[src/design/cbta_pkg.sv]
package cbta_pkg;

  localparam int VAL_W   = 16;
  localparam int SUM_W   = 19;
  localparam int CTR_W   = $clog2(SUM_W);
  localparam int CNT_W   = 3;
  localparam int NUM_QTY = 4;
  localparam int ADDR_W  = 3;

  localparam logic [10:0]      ID_BATTERY_FIRST = 11'h518;
  localparam logic [10:0]      ID_SERIAL        = 11'h520;
  localparam logic [10:0]      ID_SHUTDOWN      = 11'h103;
  localparam logic [VAL_W-1:0] RAW_INVALID      = 16'hFFFF;
  localparam logic [CNT_W-1:0] ACTIVE_RESET     = 3'd4;

  localparam logic REG_ACTIVE = 1'b0;

  localparam logic KIND_REPORT   = 1'b0;
  localparam logic KIND_POWEROFF = 1'b1;

  localparam int QTY_CURRENT = 1;

  typedef struct packed {
    logic [VAL_W-1:0] temperature;
    logic [VAL_W-1:0] charge;
    logic [VAL_W-1:0] current;
    logic [VAL_W-1:0] voltage;
  } reading_t;

  typedef struct packed {
    logic load;
    logic sum_en;
    logic div_load;
    logic div_en;
  } lane_ctrl_t;

  typedef enum logic [4:0] {
    ST_IDLE = 5'b00001,
    ST_SUM  = 5'b00010,
    ST_DLD  = 5'b00100,
    ST_DIV  = 5'b01000,
    ST_FIN  = 5'b10000
  } state_e;

endpackage

[src/design/cbta_if.sv]
interface cbta_frame_if;
  logic        valid;
  logic        ready;
  logic [10:0] can_id;
  logic [3:0]  frame_length;
  logic [63:0] payload;

  modport source (output valid, output can_id, output frame_length, output payload,
                  input ready);
  modport sink (input valid, input can_id, input frame_length, input payload,
                output ready);
endinterface

interface cbta_result_if;
  logic               valid;
  logic               ready;
  logic               result_kind;
  logic        [15:0] mean_voltage_mv;
  logic signed [15:0] mean_current_ma;
  logic        [15:0] mean_charge_centi;
  logic        [15:0] mean_temp_decikelvin;
  logic        [3:0]  valid_mask;

  modport source (output valid, output result_kind, output mean_voltage_mv,
                  output mean_current_ma, output mean_charge_centi,
                  output mean_temp_decikelvin, output valid_mask, input ready);
  modport sink (input valid, input result_kind, input mean_voltage_mv,
                input mean_current_ma, input mean_charge_centi,
                input mean_temp_decikelvin, input valid_mask, output ready);
endinterface

[src/design/cbta_apb_cfg.sv]
module cbta_apb_cfg (
  input  logic                        clk_i,
  input  logic                        rst_ni,
  input  logic                        psel,
  input  logic                        penable,
  input  logic                        pwrite,
  input  logic [cbta_pkg::ADDR_W-1:0] paddr,
  input  logic [31:0]                 pwdata,
  output logic [31:0]                 prdata,
  output logic                        pready,
  output logic [cbta_pkg::CNT_W-1:0]  active_o
);
  import cbta_pkg::*;

  logic [CNT_W-1:0] active_q;
  logic             wr_en;

  assign pready = 1'b1;
  assign wr_en  = psel & penable & pwrite & pready & (paddr[2] == REG_ACTIVE);

  always_ff @(posedge clk_i or negedge rst_ni) begin
    if (!rst_ni) begin
      active_q <= ACTIVE_RESET;
    end else if (wr_en) begin
      active_q <= pwdata[CNT_W-1:0];
    end
  end

  always_comb begin
    prdata = '0;
    if (paddr[2] == REG_ACTIVE) begin
      prdata = {{(32-CNT_W){1'b0}}, active_q};
    end
  end

  assign active_o = active_q;
endmodule

[src/design/cbta_slot_store.sv]
module cbta_slot_store #(
  parameter int SLOT_COUNT = 4
) (
  input  logic                                  clk_i,
  input  logic                                  rst_ni,
  input  logic                                  wr_en_i,
  input  logic [1:0]                            wr_slot_i,
  input  cbta_pkg::reading_t                    wr_data_i,
  input  logic                                  clear_i,
  output cbta_pkg::reading_t [SLOT_COUNT-1:0]   slots_o
);
  import cbta_pkg::*;

  reading_t [SLOT_COUNT-1:0] slot_q;

  always_ff @(posedge clk_i or negedge rst_ni) begin
    if (!rst_ni) begin
      slot_q <= '0;
    end else if (clear_i) begin
      slot_q <= '0;
    end else begin
      for (int k = 0; k < SLOT_COUNT; k++) begin
        if (wr_en_i && (wr_slot_i == 2'(k))) begin
          slot_q[k] <= wr_data_i;
        end
      end
    end
  end

  assign slots_o = slot_q;
endmodule

[src/design/cbta_mean_lane.sv]
module cbta_mean_lane #(
  parameter int SLOT_COUNT = 4
) (
  input  logic                                         clk_i,
  input  logic                                         rst_ni,
  input  cbta_pkg::lane_ctrl_t                         ctrl_i,
  input  logic                                         signed_i,
  input  logic [SLOT_COUNT-1:0][cbta_pkg::VAL_W-1:0]   vals_i,
  input  logic [SLOT_COUNT-1:0]                        inc_i,
  output logic [cbta_pkg::VAL_W-1:0]                   mean_o,
  output logic                                         ok_o
);
  import cbta_pkg::*;

  logic [SLOT_COUNT-1:0][VAL_W-1:0] opnd_q, opnd_d;
  logic [SLOT_COUNT-1:0]            inc_q;
  logic                             signed_q;
  logic [1:0]                       carry_q;
  logic [2:0]                       total;
  logic [SUM_W-1:0]                 sum_q, sum_abs;
  logic                             neg_q;
  logic [SUM_W-1:0]                 dvd_q;
  logic [1:0]                       rem_q;
  logic [SUM_W-1:0]                 quo_q;
  logic [CNT_W-1:0]                 cnt_q, cnt_d;
  logic [2:0]                       rt, rdiff;
  logic                             ge;
  logic [VAL_W-1:0]                 quo_lo, mean;

  always_comb begin
    total = {1'b0, carry_q};
    cnt_d = '0;
    for (int k = 0; k < SLOT_COUNT; k++) begin
      total     = total + {2'b00, opnd_q[k][0] & inc_q[k]};
      opnd_d[k] = {signed_q & opnd_q[k][VAL_W-1], opnd_q[k][VAL_W-1:1]};
      cnt_d     = cnt_d + {{(CNT_W-1){1'b0}}, inc_i[k]};
    end
    sum_abs = (signed_q && sum_q[SUM_W-1]) ? (~sum_q + 1'b1) : sum_q;
    rt      = {rem_q, dvd_q[SUM_W-1]};
    ge      = (rt >= cnt_q);
    rdiff   = rt - cnt_q;
    quo_lo  = quo_q[VAL_W-1:0];
    mean    = neg_q ? (~quo_lo + 1'b1) : quo_lo;
  end

  assign ok_o   = (cnt_q != '0);
  assign mean_o = ok_o ? mean : '0;

  always_ff @(posedge clk_i or negedge rst_ni) begin
    if (!rst_ni) begin
      carry_q <= '0;
      cnt_q   <= '0;
    end else if (ctrl_i.load) begin
      carry_q <= '0;
      cnt_q   <= cnt_d;
    end else if (ctrl_i.sum_en) begin
      carry_q <= total[2:1];
    end
  end

  always_ff @(posedge clk_i) begin
    if (ctrl_i.load) begin
      opnd_q   <= vals_i;
      inc_q    <= inc_i;
      signed_q <= signed_i;
    end else if (ctrl_i.sum_en) begin
      opnd_q <= opnd_d;
      sum_q  <= {total[0], sum_q[SUM_W-1:1]};
    end
    if (ctrl_i.div_load) begin
      neg_q <= signed_q & sum_q[SUM_W-1];
      dvd_q <= sum_abs;
      rem_q <= '0;
      quo_q <= '0;
    end else if (ctrl_i.div_en) begin
      dvd_q <= {dvd_q[SUM_W-2:0], 1'b0};
      rem_q <= ge ? rdiff[1:0] : rt[1:0];
      quo_q <= {quo_q[SUM_W-2:0], ge};
    end
  end
endmodule

[src/design/can_battery_telemetry_averager_unit.sv]
// battery frames are registered in the slot store and the next frame is taken at once
// a shutdown frame goes straight to the finish state, where its item is registered once the output can take it
// a serial-number frame runs bit-serial summing, a division load step and
// bit-serial division in the four mean lanes, then goes to the finish state
// no frame is taken while a report or power-off item is being computed
// reset clears the slot store to zero and sets active_batteries to 4
module can_battery_telemetry_averager_unit #(
  parameter int SLOT_COUNT = 4
) (
  input  logic                        clk_i,
  input  logic                        rst_ni,
  cbta_frame_if.sink                  frame_i,
  cbta_result_if.source               result_o,
  input  logic                        psel,
  input  logic                        penable,
  input  logic                        pwrite,
  input  logic [cbta_pkg::ADDR_W-1:0] paddr,
  input  logic [31:0]                 pwdata,
  output logic [31:0]                 prdata,
  output logic                        pready
);
  import cbta_pkg::*;

  state_e                                  state_q, state_d;
  logic [CTR_W-1:0]                        ctr_q, ctr_d;
  logic [CNT_W-1:0]                        active, n_eff;
  logic                                    accept, is_batt, is_serial, is_shut;
  logic                                    wr_en, commit, kind_q;
  reading_t [SLOT_COUNT-1:0]               slots;
  logic [NUM_QTY-1:0][SLOT_COUNT-1:0][VAL_W-1:0] qvals;
  logic [NUM_QTY-1:0][SLOT_COUNT-1:0]      inc;
  logic [NUM_QTY-1:0][VAL_W-1:0]           means;
  logic [NUM_QTY-1:0]                      oks;
  lane_ctrl_t                              lane_ctrl;
  logic                                    out_valid_q;

  cbta_apb_cfg u_cfg (
    .clk_i    (clk_i),
    .rst_ni   (rst_ni),
    .psel     (psel),
    .penable  (penable),
    .pwrite   (pwrite),
    .paddr    (paddr),
    .pwdata   (pwdata),
    .prdata   (prdata),
    .pready   (pready),
    .active_o (active)
  );

  assign n_eff = (active > CNT_W'(SLOT_COUNT)) ? CNT_W'(SLOT_COUNT) : active;

  assign frame_i.ready = (state_q == ST_IDLE);
  assign accept    = frame_i.valid & frame_i.ready;
  assign is_batt   = (frame_i.can_id[10:2] == ID_BATTERY_FIRST[10:2]);
  assign is_serial = (frame_i.can_id == ID_SERIAL);
  assign is_shut   = (frame_i.can_id == ID_SHUTDOWN) && (frame_i.frame_length == 4'd1)
                     && (frame_i.payload[7:0] == 8'd0);
  assign wr_en     = accept & is_batt & ({1'b0, frame_i.can_id[1:0]} < n_eff);

  cbta_slot_store #(.SLOT_COUNT(SLOT_COUNT)) u_store (
    .clk_i     (clk_i),
    .rst_ni    (rst_ni),
    .wr_en_i   (wr_en),
    .wr_slot_i (frame_i.can_id[1:0]),
    .wr_data_i (reading_t'(frame_i.payload)),
    .clear_i   (accept & is_serial),
    .slots_o   (slots)
  );

  always_comb begin
    for (int q = 0; q < NUM_QTY; q++) begin
      for (int k = 0; k < SLOT_COUNT; k++) begin
        qvals[q][k] = slots[k][VAL_W*q +: VAL_W];
        inc[q][k]   = (CNT_W'(k) < n_eff) && (qvals[q][k] != RAW_INVALID);
      end
    end
  end

  assign lane_ctrl.load     = accept & is_serial;
  assign lane_ctrl.sum_en   = (state_q == ST_SUM);
  assign lane_ctrl.div_load = (state_q == ST_DLD);
  assign lane_ctrl.div_en   = (state_q == ST_DIV);

  for (genvar q = 0; q < NUM_QTY; q++) begin : g_lane
    cbta_mean_lane #(.SLOT_COUNT(SLOT_COUNT)) u_lane (
      .clk_i    (clk_i),
      .rst_ni   (rst_ni),
      .ctrl_i   (lane_ctrl),
      .signed_i (q == QTY_CURRENT),
      .vals_i   (qvals[q]),
      .inc_i    (inc[q]),
      .mean_o   (means[q]),
      .ok_o     (oks[q])
    );
  end

  assign commit = (state_q == ST_FIN) && (!out_valid_q || result_o.ready);

  always_comb begin
    state_d = state_q;
    ctr_d   = ctr_q;
    case (state_q)
      ST_IDLE: begin
        ctr_d = '0;
        if (accept && is_serial) begin
          state_d = ST_SUM;
        end else if (accept && is_shut) begin
          state_d = ST_FIN;
        end
      end
      ST_SUM: begin
        if (ctr_q == CTR_W'(SUM_W - 1)) begin
          ctr_d   = '0;
          state_d = ST_DLD;
        end else begin
          ctr_d = ctr_q + 1'b1;
        end
      end
      ST_DLD: begin
        state_d = ST_DIV;
      end
      ST_DIV: begin
        if (ctr_q == CTR_W'(SUM_W - 1)) begin
          ctr_d   = '0;
          state_d = ST_FIN;
        end else begin
          ctr_d = ctr_q + 1'b1;
        end
      end
      ST_FIN: begin
        if (commit) begin
          state_d = ST_IDLE;
        end
      end
      default: begin
        state_d = ST_IDLE;
        ctr_d   = '0;
      end
    endcase
  end

  always_ff @(posedge clk_i or negedge rst_ni) begin
    if (!rst_ni) begin
      state_q     <= ST_IDLE;
      ctr_q       <= '0;
      out_valid_q <= 1'b0;
    end else begin
      state_q <= state_d;
      ctr_q   <= ctr_d;
      if (commit) begin
        out_valid_q <= 1'b1;
      end else if (result_o.ready) begin
        out_valid_q <= 1'b0;
      end
    end
  end

  always_ff @(posedge clk_i) begin
    if (accept && (is_serial || is_shut)) begin
      kind_q <= is_serial ? KIND_REPORT : KIND_POWEROFF;
    end
    if (commit) begin
      result_o.result_kind <= kind_q;
      if (kind_q == KIND_POWEROFF) begin
        result_o.mean_voltage_mv      <= '0;
        result_o.mean_current_ma      <= '0;
        result_o.mean_charge_centi    <= '0;
        result_o.mean_temp_decikelvin <= '0;
        result_o.valid_mask           <= '0;
      end else begin
        result_o.mean_voltage_mv      <= means[0];
        result_o.mean_current_ma      <= means[1];
        result_o.mean_charge_centi    <= means[2];
        result_o.mean_temp_decikelvin <= means[3];
        result_o.valid_mask           <= oks;
      end
    end
  end

  assign result_o.valid = out_valid_q;

  a_dld_one_cycle: assert property (@(posedge clk_i) disable iff (!rst_ni)
    state_q == ST_DLD |=> state_q == ST_DIV)
    else $error("division load not followed by division");

  a_commit_idle: assert property (@(posedge clk_i) disable iff (!rst_ni)
    commit |=> out_valid_q && (state_q == ST_IDLE))
    else $error("result commit did not present item");

  a_poweroff_zero: assert property (@(posedge clk_i) disable iff (!rst_ni)
    out_valid_q && (result_o.result_kind == KIND_POWEROFF) |->
      (result_o.valid_mask == '0) && (result_o.mean_voltage_mv == '0) &&
      (result_o.mean_current_ma == '0) && (result_o.mean_charge_centi == '0) &&
      (result_o.mean_temp_decikelvin == '0))
    else $error("power-off item carries nonzero fields");

  a_invalid_mean_zero: assert property (@(posedge clk_i) disable iff (!rst_ni)
    out_valid_q && !result_o.valid_mask[1] |-> result_o.mean_current_ma == '0)
    else $error("current mean without valid reading is nonzero");
endmodule

[src/flat_wrapper.sv]
// flat-port wrapper written by rule: the top's interface ports become plain ports
module can_battery_telemetry_averager_unit_flat import cbta_pkg::*;
#(
  parameter int SLOT_COUNT = 4
)
  (clk_i, rst_ni, psel, penable, pwrite, paddr, pwdata, prdata, pready, frame_i_valid, frame_i_can_id, frame_i_frame_length, frame_i_payload, frame_i_ready, result_o_valid, result_o_result_kind, result_o_mean_voltage_mv, result_o_mean_current_ma, result_o_mean_charge_centi, result_o_mean_temp_decikelvin, result_o_valid_mask, result_o_ready);
  cbta_frame_if frame_i_i ();
  cbta_result_if result_o_i ();
  input  logic clk_i;
  input  logic rst_ni;
  input  logic psel;
  input  logic penable;
  input  logic pwrite;
  input  logic [cbta_pkg::ADDR_W-1:0] paddr;
  input  logic [31:0] pwdata;
  output logic [31:0] prdata;
  output logic pready;
  input wire logic [$bits(frame_i_i.valid)-1:0] frame_i_valid;
  input wire logic [$bits(frame_i_i.can_id)-1:0] frame_i_can_id;
  input wire logic [$bits(frame_i_i.frame_length)-1:0] frame_i_frame_length;
  input wire logic [$bits(frame_i_i.payload)-1:0] frame_i_payload;
  output wire logic [$bits(frame_i_i.ready)-1:0] frame_i_ready;
  output wire logic [$bits(result_o_i.valid)-1:0] result_o_valid;
  output wire logic [$bits(result_o_i.result_kind)-1:0] result_o_result_kind;
  output wire logic [$bits(result_o_i.mean_voltage_mv)-1:0] result_o_mean_voltage_mv;
  output wire logic [$bits(result_o_i.mean_current_ma)-1:0] result_o_mean_current_ma;
  output wire logic [$bits(result_o_i.mean_charge_centi)-1:0] result_o_mean_charge_centi;
  output wire logic [$bits(result_o_i.mean_temp_decikelvin)-1:0] result_o_mean_temp_decikelvin;
  output wire logic [$bits(result_o_i.valid_mask)-1:0] result_o_valid_mask;
  input wire logic [$bits(result_o_i.ready)-1:0] result_o_ready;
  assign frame_i_i.valid = frame_i_valid;
  assign frame_i_i.can_id = frame_i_can_id;
  assign frame_i_i.frame_length = frame_i_frame_length;
  assign frame_i_i.payload = frame_i_payload;
  assign frame_i_ready = frame_i_i.ready;
  assign result_o_valid = result_o_i.valid;
  assign result_o_result_kind = result_o_i.result_kind;
  assign result_o_mean_voltage_mv = result_o_i.mean_voltage_mv;
  assign result_o_mean_current_ma = result_o_i.mean_current_ma;
  assign result_o_mean_charge_centi = result_o_i.mean_charge_centi;
  assign result_o_mean_temp_decikelvin = result_o_i.mean_temp_decikelvin;
  assign result_o_valid_mask = result_o_i.valid_mask;
  assign result_o_i.ready = result_o_ready;
  can_battery_telemetry_averager_unit #(.SLOT_COUNT(SLOT_COUNT)) u_core (.clk_i(clk_i), .rst_ni(rst_ni), .frame_i(frame_i_i), .result_o(result_o_i), .psel(psel), .penable(penable), .pwrite(pwrite), .paddr(paddr), .pwdata(pwdata), .prdata(prdata), .pready(pready));
endmodule
[config.mk]
export PLATFORM = sky130hd
export DESIGN_NAME = can_battery_telemetry_averager_unit_flat
export DESIGN_NICKNAME = d
export VERILOG_FILES = /design/src/design/cbta_pkg.sv /design/src/design/cbta_if.sv /design/src/design/cbta_apb_cfg.sv /design/src/design/cbta_slot_store.sv /design/src/design/cbta_mean_lane.sv /design/src/design/can_battery_telemetry_averager_unit.sv /design/src/flat_wrapper.sv
export SDC_FILE = /design/constraint.sdc
export NUM_CORES = 2
export LEC_CHECK = 0
export BUFFER_PORTS_ARGS = -buffer_cell sky130_fd_sc_hd__buf_2
export CELL_PAD_IN_SITES_DETAIL_PLACEMENT = 1
export CELL_PAD_IN_SITES_GLOBAL_PLACEMENT = 1
export CORE_UTILIZATION = 40
export CTS_BUF_LIST = sky130_fd_sc_hd__clkbuf_8
export CTS_CLUSTER_SIZE = 24
export DETAILED_ROUTE_END_ITERATION = 8
export PLACE_DENSITY_LB_ADDON = 0.15
export SETUP_SLACK_MARGIN = 0.1
export SYNTH_ARGS = -nofsm -noshare
export SYNTH_HDL_FRONTEND = slang
export SYNTH_SLANG_ARGS = --single-unit
[constraint.sdc]
create_clock -name clk_i -period 19.21 [get_ports clk_i]
set_input_delay 0.9605 -clock clk_i [delete_from_list [all_inputs] [get_ports clk_i]]
set_output_delay 0.9605 -clock clk_i [all_outputs]
set_load 0.05 [all_outputs]
==> impl_results.md <==
- Final ANT Viol Nets: 0
- Fraction of registers with async set/reset: 0.338
- Worst rel slew slack: 0.150
- Cell mode on critical path: buf_4
- Crit path cell chain: buf_2, nor4b_4, nand4_1, buf_4, or2_4, inv_8, buf_12, buf_4, o21ai_0
- P&R area growth vs syn: 12.3%
- DRC marker count from the first detailed-route iteration: about 1300
- CP Buf/Inv Count: 5
- IO Count: approximately 230
- Final period util: 0.244
- Die Area: between 90000 and 100000 µm²
- Core Area: a little under 90000 µm²
- Count of input and output buffers: 163
- Reg2reg path depth: 8
- CTS tree: built
- Mapped Avg Cell Area: 10.6 µm²
- Pre-CTS setup slack: 13.79 ns
- Setup slack after layout: 14.52 ns
- Worst path top cell family by delay: buffers and inverters
- Row cnt: around 110
- RR Endpoint: u_core.g_lane[2].u_lane.carry_q[1]$_DFFE_PN0P_
- Routed len/inst: roughly 18 µm
- Setup bufs post-CTS: 0
- Reg2reg start: u_core.state_q[0]$_DFFE_PN1P_
- Achievable Freq: between 0.2 and 0.25 GHz
- Global-route wire length before repair: ~140000 µm
- Peak supply drop: ~62 µV
- Via density: ~5
- Clock Latency Late Sink: 0.81 ns
- Worst-Margin Slew: about 1.3 ns
- Delay of the slowest cell on the worst path: between 0.9 and 1 ns
- Num Clock Sinks: about 860
- P_int: between 2 and 3 mW
- Cell depth of the worst setup path: 9
- Starting density of the core: 0.404
- Arrival time at the worst endpoint: between 5 and 6 ns
- Power share of the sequential group: 0.532
- Ys flop type: edfxtp_1
- Fraction of layout cells with a size suffix above 1: 0.127
- EDFF count, synth: ~500
- Post-synthesis register bit count: 857
- Synthesized area: 35800 µm²
- Final-stage net count: ~3700
- Comb pwr share: 0.029
- Die Y: 301 µm
- DRC viols: 25
- Final min period: 4.69 ns
- Vias: between 20000 and 25000
- Horiz. Die Dim: 301 µm
- H-tree depth: 4
- Crit path launch type: input pin
- Vias in the first global route: between 20000 and 30000
- HPWL after detailed placement: between 50000 and 60000 µm
- Slowest cell on the critical path: buf_4
- CP max FO: approximately 230
- Sw power: 0.840 mW
- Post-synthesis cell count: 3379
- Crit. Startpoint: frame_i_can_id[9]
- Setup CP Type: in2reg
- Sw Ratio: 0.229
- Clock buffer depth: 3
- Min Hold Slack: approximately 0.2 ns
- Number of setup violations in the final report: 0
- Clock share of power: 0.440
- Gpl congestion: around 0.76
- Worst setup EP type: flop
- Routed WL: around 88000 µm
- TritonCTS Buffers: 150
- Final Max Slew Viols: 0
- Final Cell Area: 40200 µm²
- HP Class: in2async
- Hold Buf Count CTS: 0
- FF-to-FF setup slack: 14.53 ns
- Cell Area, Placed: about 37000 µm²
- GR Overflow Total: 0
- Status: complete, but fails checks
- DRT Pass-1 Iters: 7
- Setup TNS: 0 ns
- Clock transition at path regs: roughly 0.060 ns
- Post-CTS sizing: 0
- Final Hold Fails: 0
- Ys Warns: 0
- CTS root buf: clkbuf_8
- Setup Skew: about 0.039 ns
- Initial antenna violation count: 4
- Sequential area share after synthesis: 0.659
- Max capacitance violation total: 0
- Req. time, crit path: slightly below 20 ns
- Gr usage total: 0.199
- Pwr Density: 91.2 nW/µm²
- RSZ-0062 raised after global routing: no
- Largest net degree at the start of global routing: about 230
- Leakage Power: 16.5 nW
- Library cells used by synthesis: 58
- Failing checks: design-rule violations
==> how the worst max path moves through the flow <==
stage / to / slack (ns)
floorplan: u_core.g_lane[0].u_lane.opnd_d[0]$_DFFE_PP_ / 11.11
global placement: u_core.g_lane[2].u_lane.opnd_q[16]$_DFFE_PP_ / 13.88
detailed placement: u_core.g_lane[1].u_lane.carry_q[1]$_DFFE_PN0P_ / 13.79
CTS: u_core.g_lane[2].u_lane.carry_q[1]$_DFFE_PN0P_ / 14.61
global route: u_core.g_lane[1].u_lane.carry_q[1]$_DFFE_PN0P_ / 14.27
finish: u_core.g_lane[2].u_lane.carry_q[1]$_DFFE_PN0P_ / 14.52
==> Yosys cell counts (7+ instances only) <==
master	n	area share
edfxtp_1	495	0.42
inv_1	42	0.0044
nand2_1	1436	0.15
a21oi_1	265	0.037
nor2_1	52	0.0055
buf_6	27	0.0085
nand3_1	7	0.00098
dfxtp_1	72	0.040
xor2_1	29	0.0071
nand2_2	44	0.0077
nor4_1	17	0.0030
a22o_1	65	0.016
nor2b_1	8	0.0014
o31ai_1	11	0.0023
nor3_1	11	0.0015
nand4_1	67	0.012
o21ai_0	50	0.0070
clkbuf_1	93	0.0098
nand2b_1	10	0.0017
ha_1	25	0.0087
buf_4	31	0.0065
and2_1	70	0.012
or4_1	8	0.0017
buf_2	61	0.0085
fa_1	16	0.0090
dfrtp_1	288	0.20
==> layout by cell type (no fill, tap or decap), types with 6 or more instances in the layout <==
cell type / netlist / final
inv_1: 42 / 100
o21ai_0: 50 / 50
nand3_1: 7 / 7
mux2i_1: 6 / 6
xor2_1: 29 / 29
nor3_1: 11 / 11
nand2_1: 1436 / 1435
conb_1: 2 / 30
edfxtp_1: 495 / 495
dfxtp_1: 72 / 72
nor2b_1: 8 / 7
nor4_1: 17 / 17
a21oi_1: 265 / 265
dfrtp_1: 288 / 288
a22o_1: 65 / 65
nand2_2: 44 / 44
and2_1: 70 / 70
buf_2: 61 / 162
nand2b_1: 10 / 10
nor2_1: 52 / 51
a21o_1: 6 / 6
o31ai_1: 11 / 11
o41ai_1: 6 / 6
clkinv_1: 0 / 16
buf_4: 31 / 21
nand4_1: 67 / 67
clkinv_2: 0 / 15
clkbuf_8: 0 / 178
ha_1: 25 / 25
fa_1: 16 / 16
==> through the flow <==
stage          power [mW]  std cells   util
5_1_grt              3.81       4825  0.454
3_3_place_gp         2.09       4545  0.421
2_1_floorplan        2.03       3407      -
4_1_cts              3.72       4823  0.454
3_5_place_dp         2.09       4545  0.421
6_report             3.66       4825  0.454
==> cell type report <==
| type | instances | area (µm²) |
|---|---|---|
| inverters | 44 | 174 |
| clock buffers | 178 | 2450 |
| well taps | 1165 | 1460 |
| fillers | 9804 | 48400 |
| repair buffers | 188 | 1060 |
| flip-flops and latches | 857 | 23600 |
| multi-input cells | 2291 | 11000 |
| diodes | 2 | 5.00 |
| clock inverters | 100 | 460 |
==> logic make-up after synthesis <==
group | Yosys count | share of synthesized area
and+or+nand+nor | 1755 | 0.205
xor gates and xnor gates | 34 | 0.00833
other | 2 | 0.000210
muxes | 9 | 0.00262
DFF | 857 | 0.659
AOI/OAI and AO/OA | 422 | 0.0695
adders and majority gates | 41 | 0.0177
buffers and inverters | 259 | 0.0382
==> registers in the layout, summed over array words and instances (netlist names), 64 cells and up <==
register / flops
u_core.g_lane.u_lane.quo_q: 64
u_core.g_lane.u_lane.opnd_d: 240
u_core.g_lane.u_lane.dvd_q: 76
u_core.g_lane.u_lane.sum_q: 76
u_core.u_store.slots_o: 256
==> worst reg2reg max path, cell delays in order, from the launching register on <==
cell,delay (ns)
dfstp_2,0.55
nor2b_1,0.18
nand4_1,0.11
buf_4,0.22
or2_4,0.50
inv_8,0.65
buf_12,0.65
buf_4,1.35
o21ai_0,0.29
==> routing by layer <==
layer,track usage,part of all wire,vias to the layer above
met1,0.255,0.45,12306
met5,0,0.00044,-
met4,0.0751,0.027,6
met2,0.334,0.49,401
met3,0.0351,0.037,164
li1,-,-,11628
==> power by group through the flow <==
stage	Combinational [mW]	Sequential (mW)	Clock, mW
after floorplan	0.0555	1.98	0
after global placement	0.105	1.98	0
after detailed placement	0.106	1.98	0
after CTS	0.107	1.95	1.67
after global routing	0.117	1.95	1.74
final	0.105	1.95	1.61
Note: power is estimated with default switching activity, not from simulation.
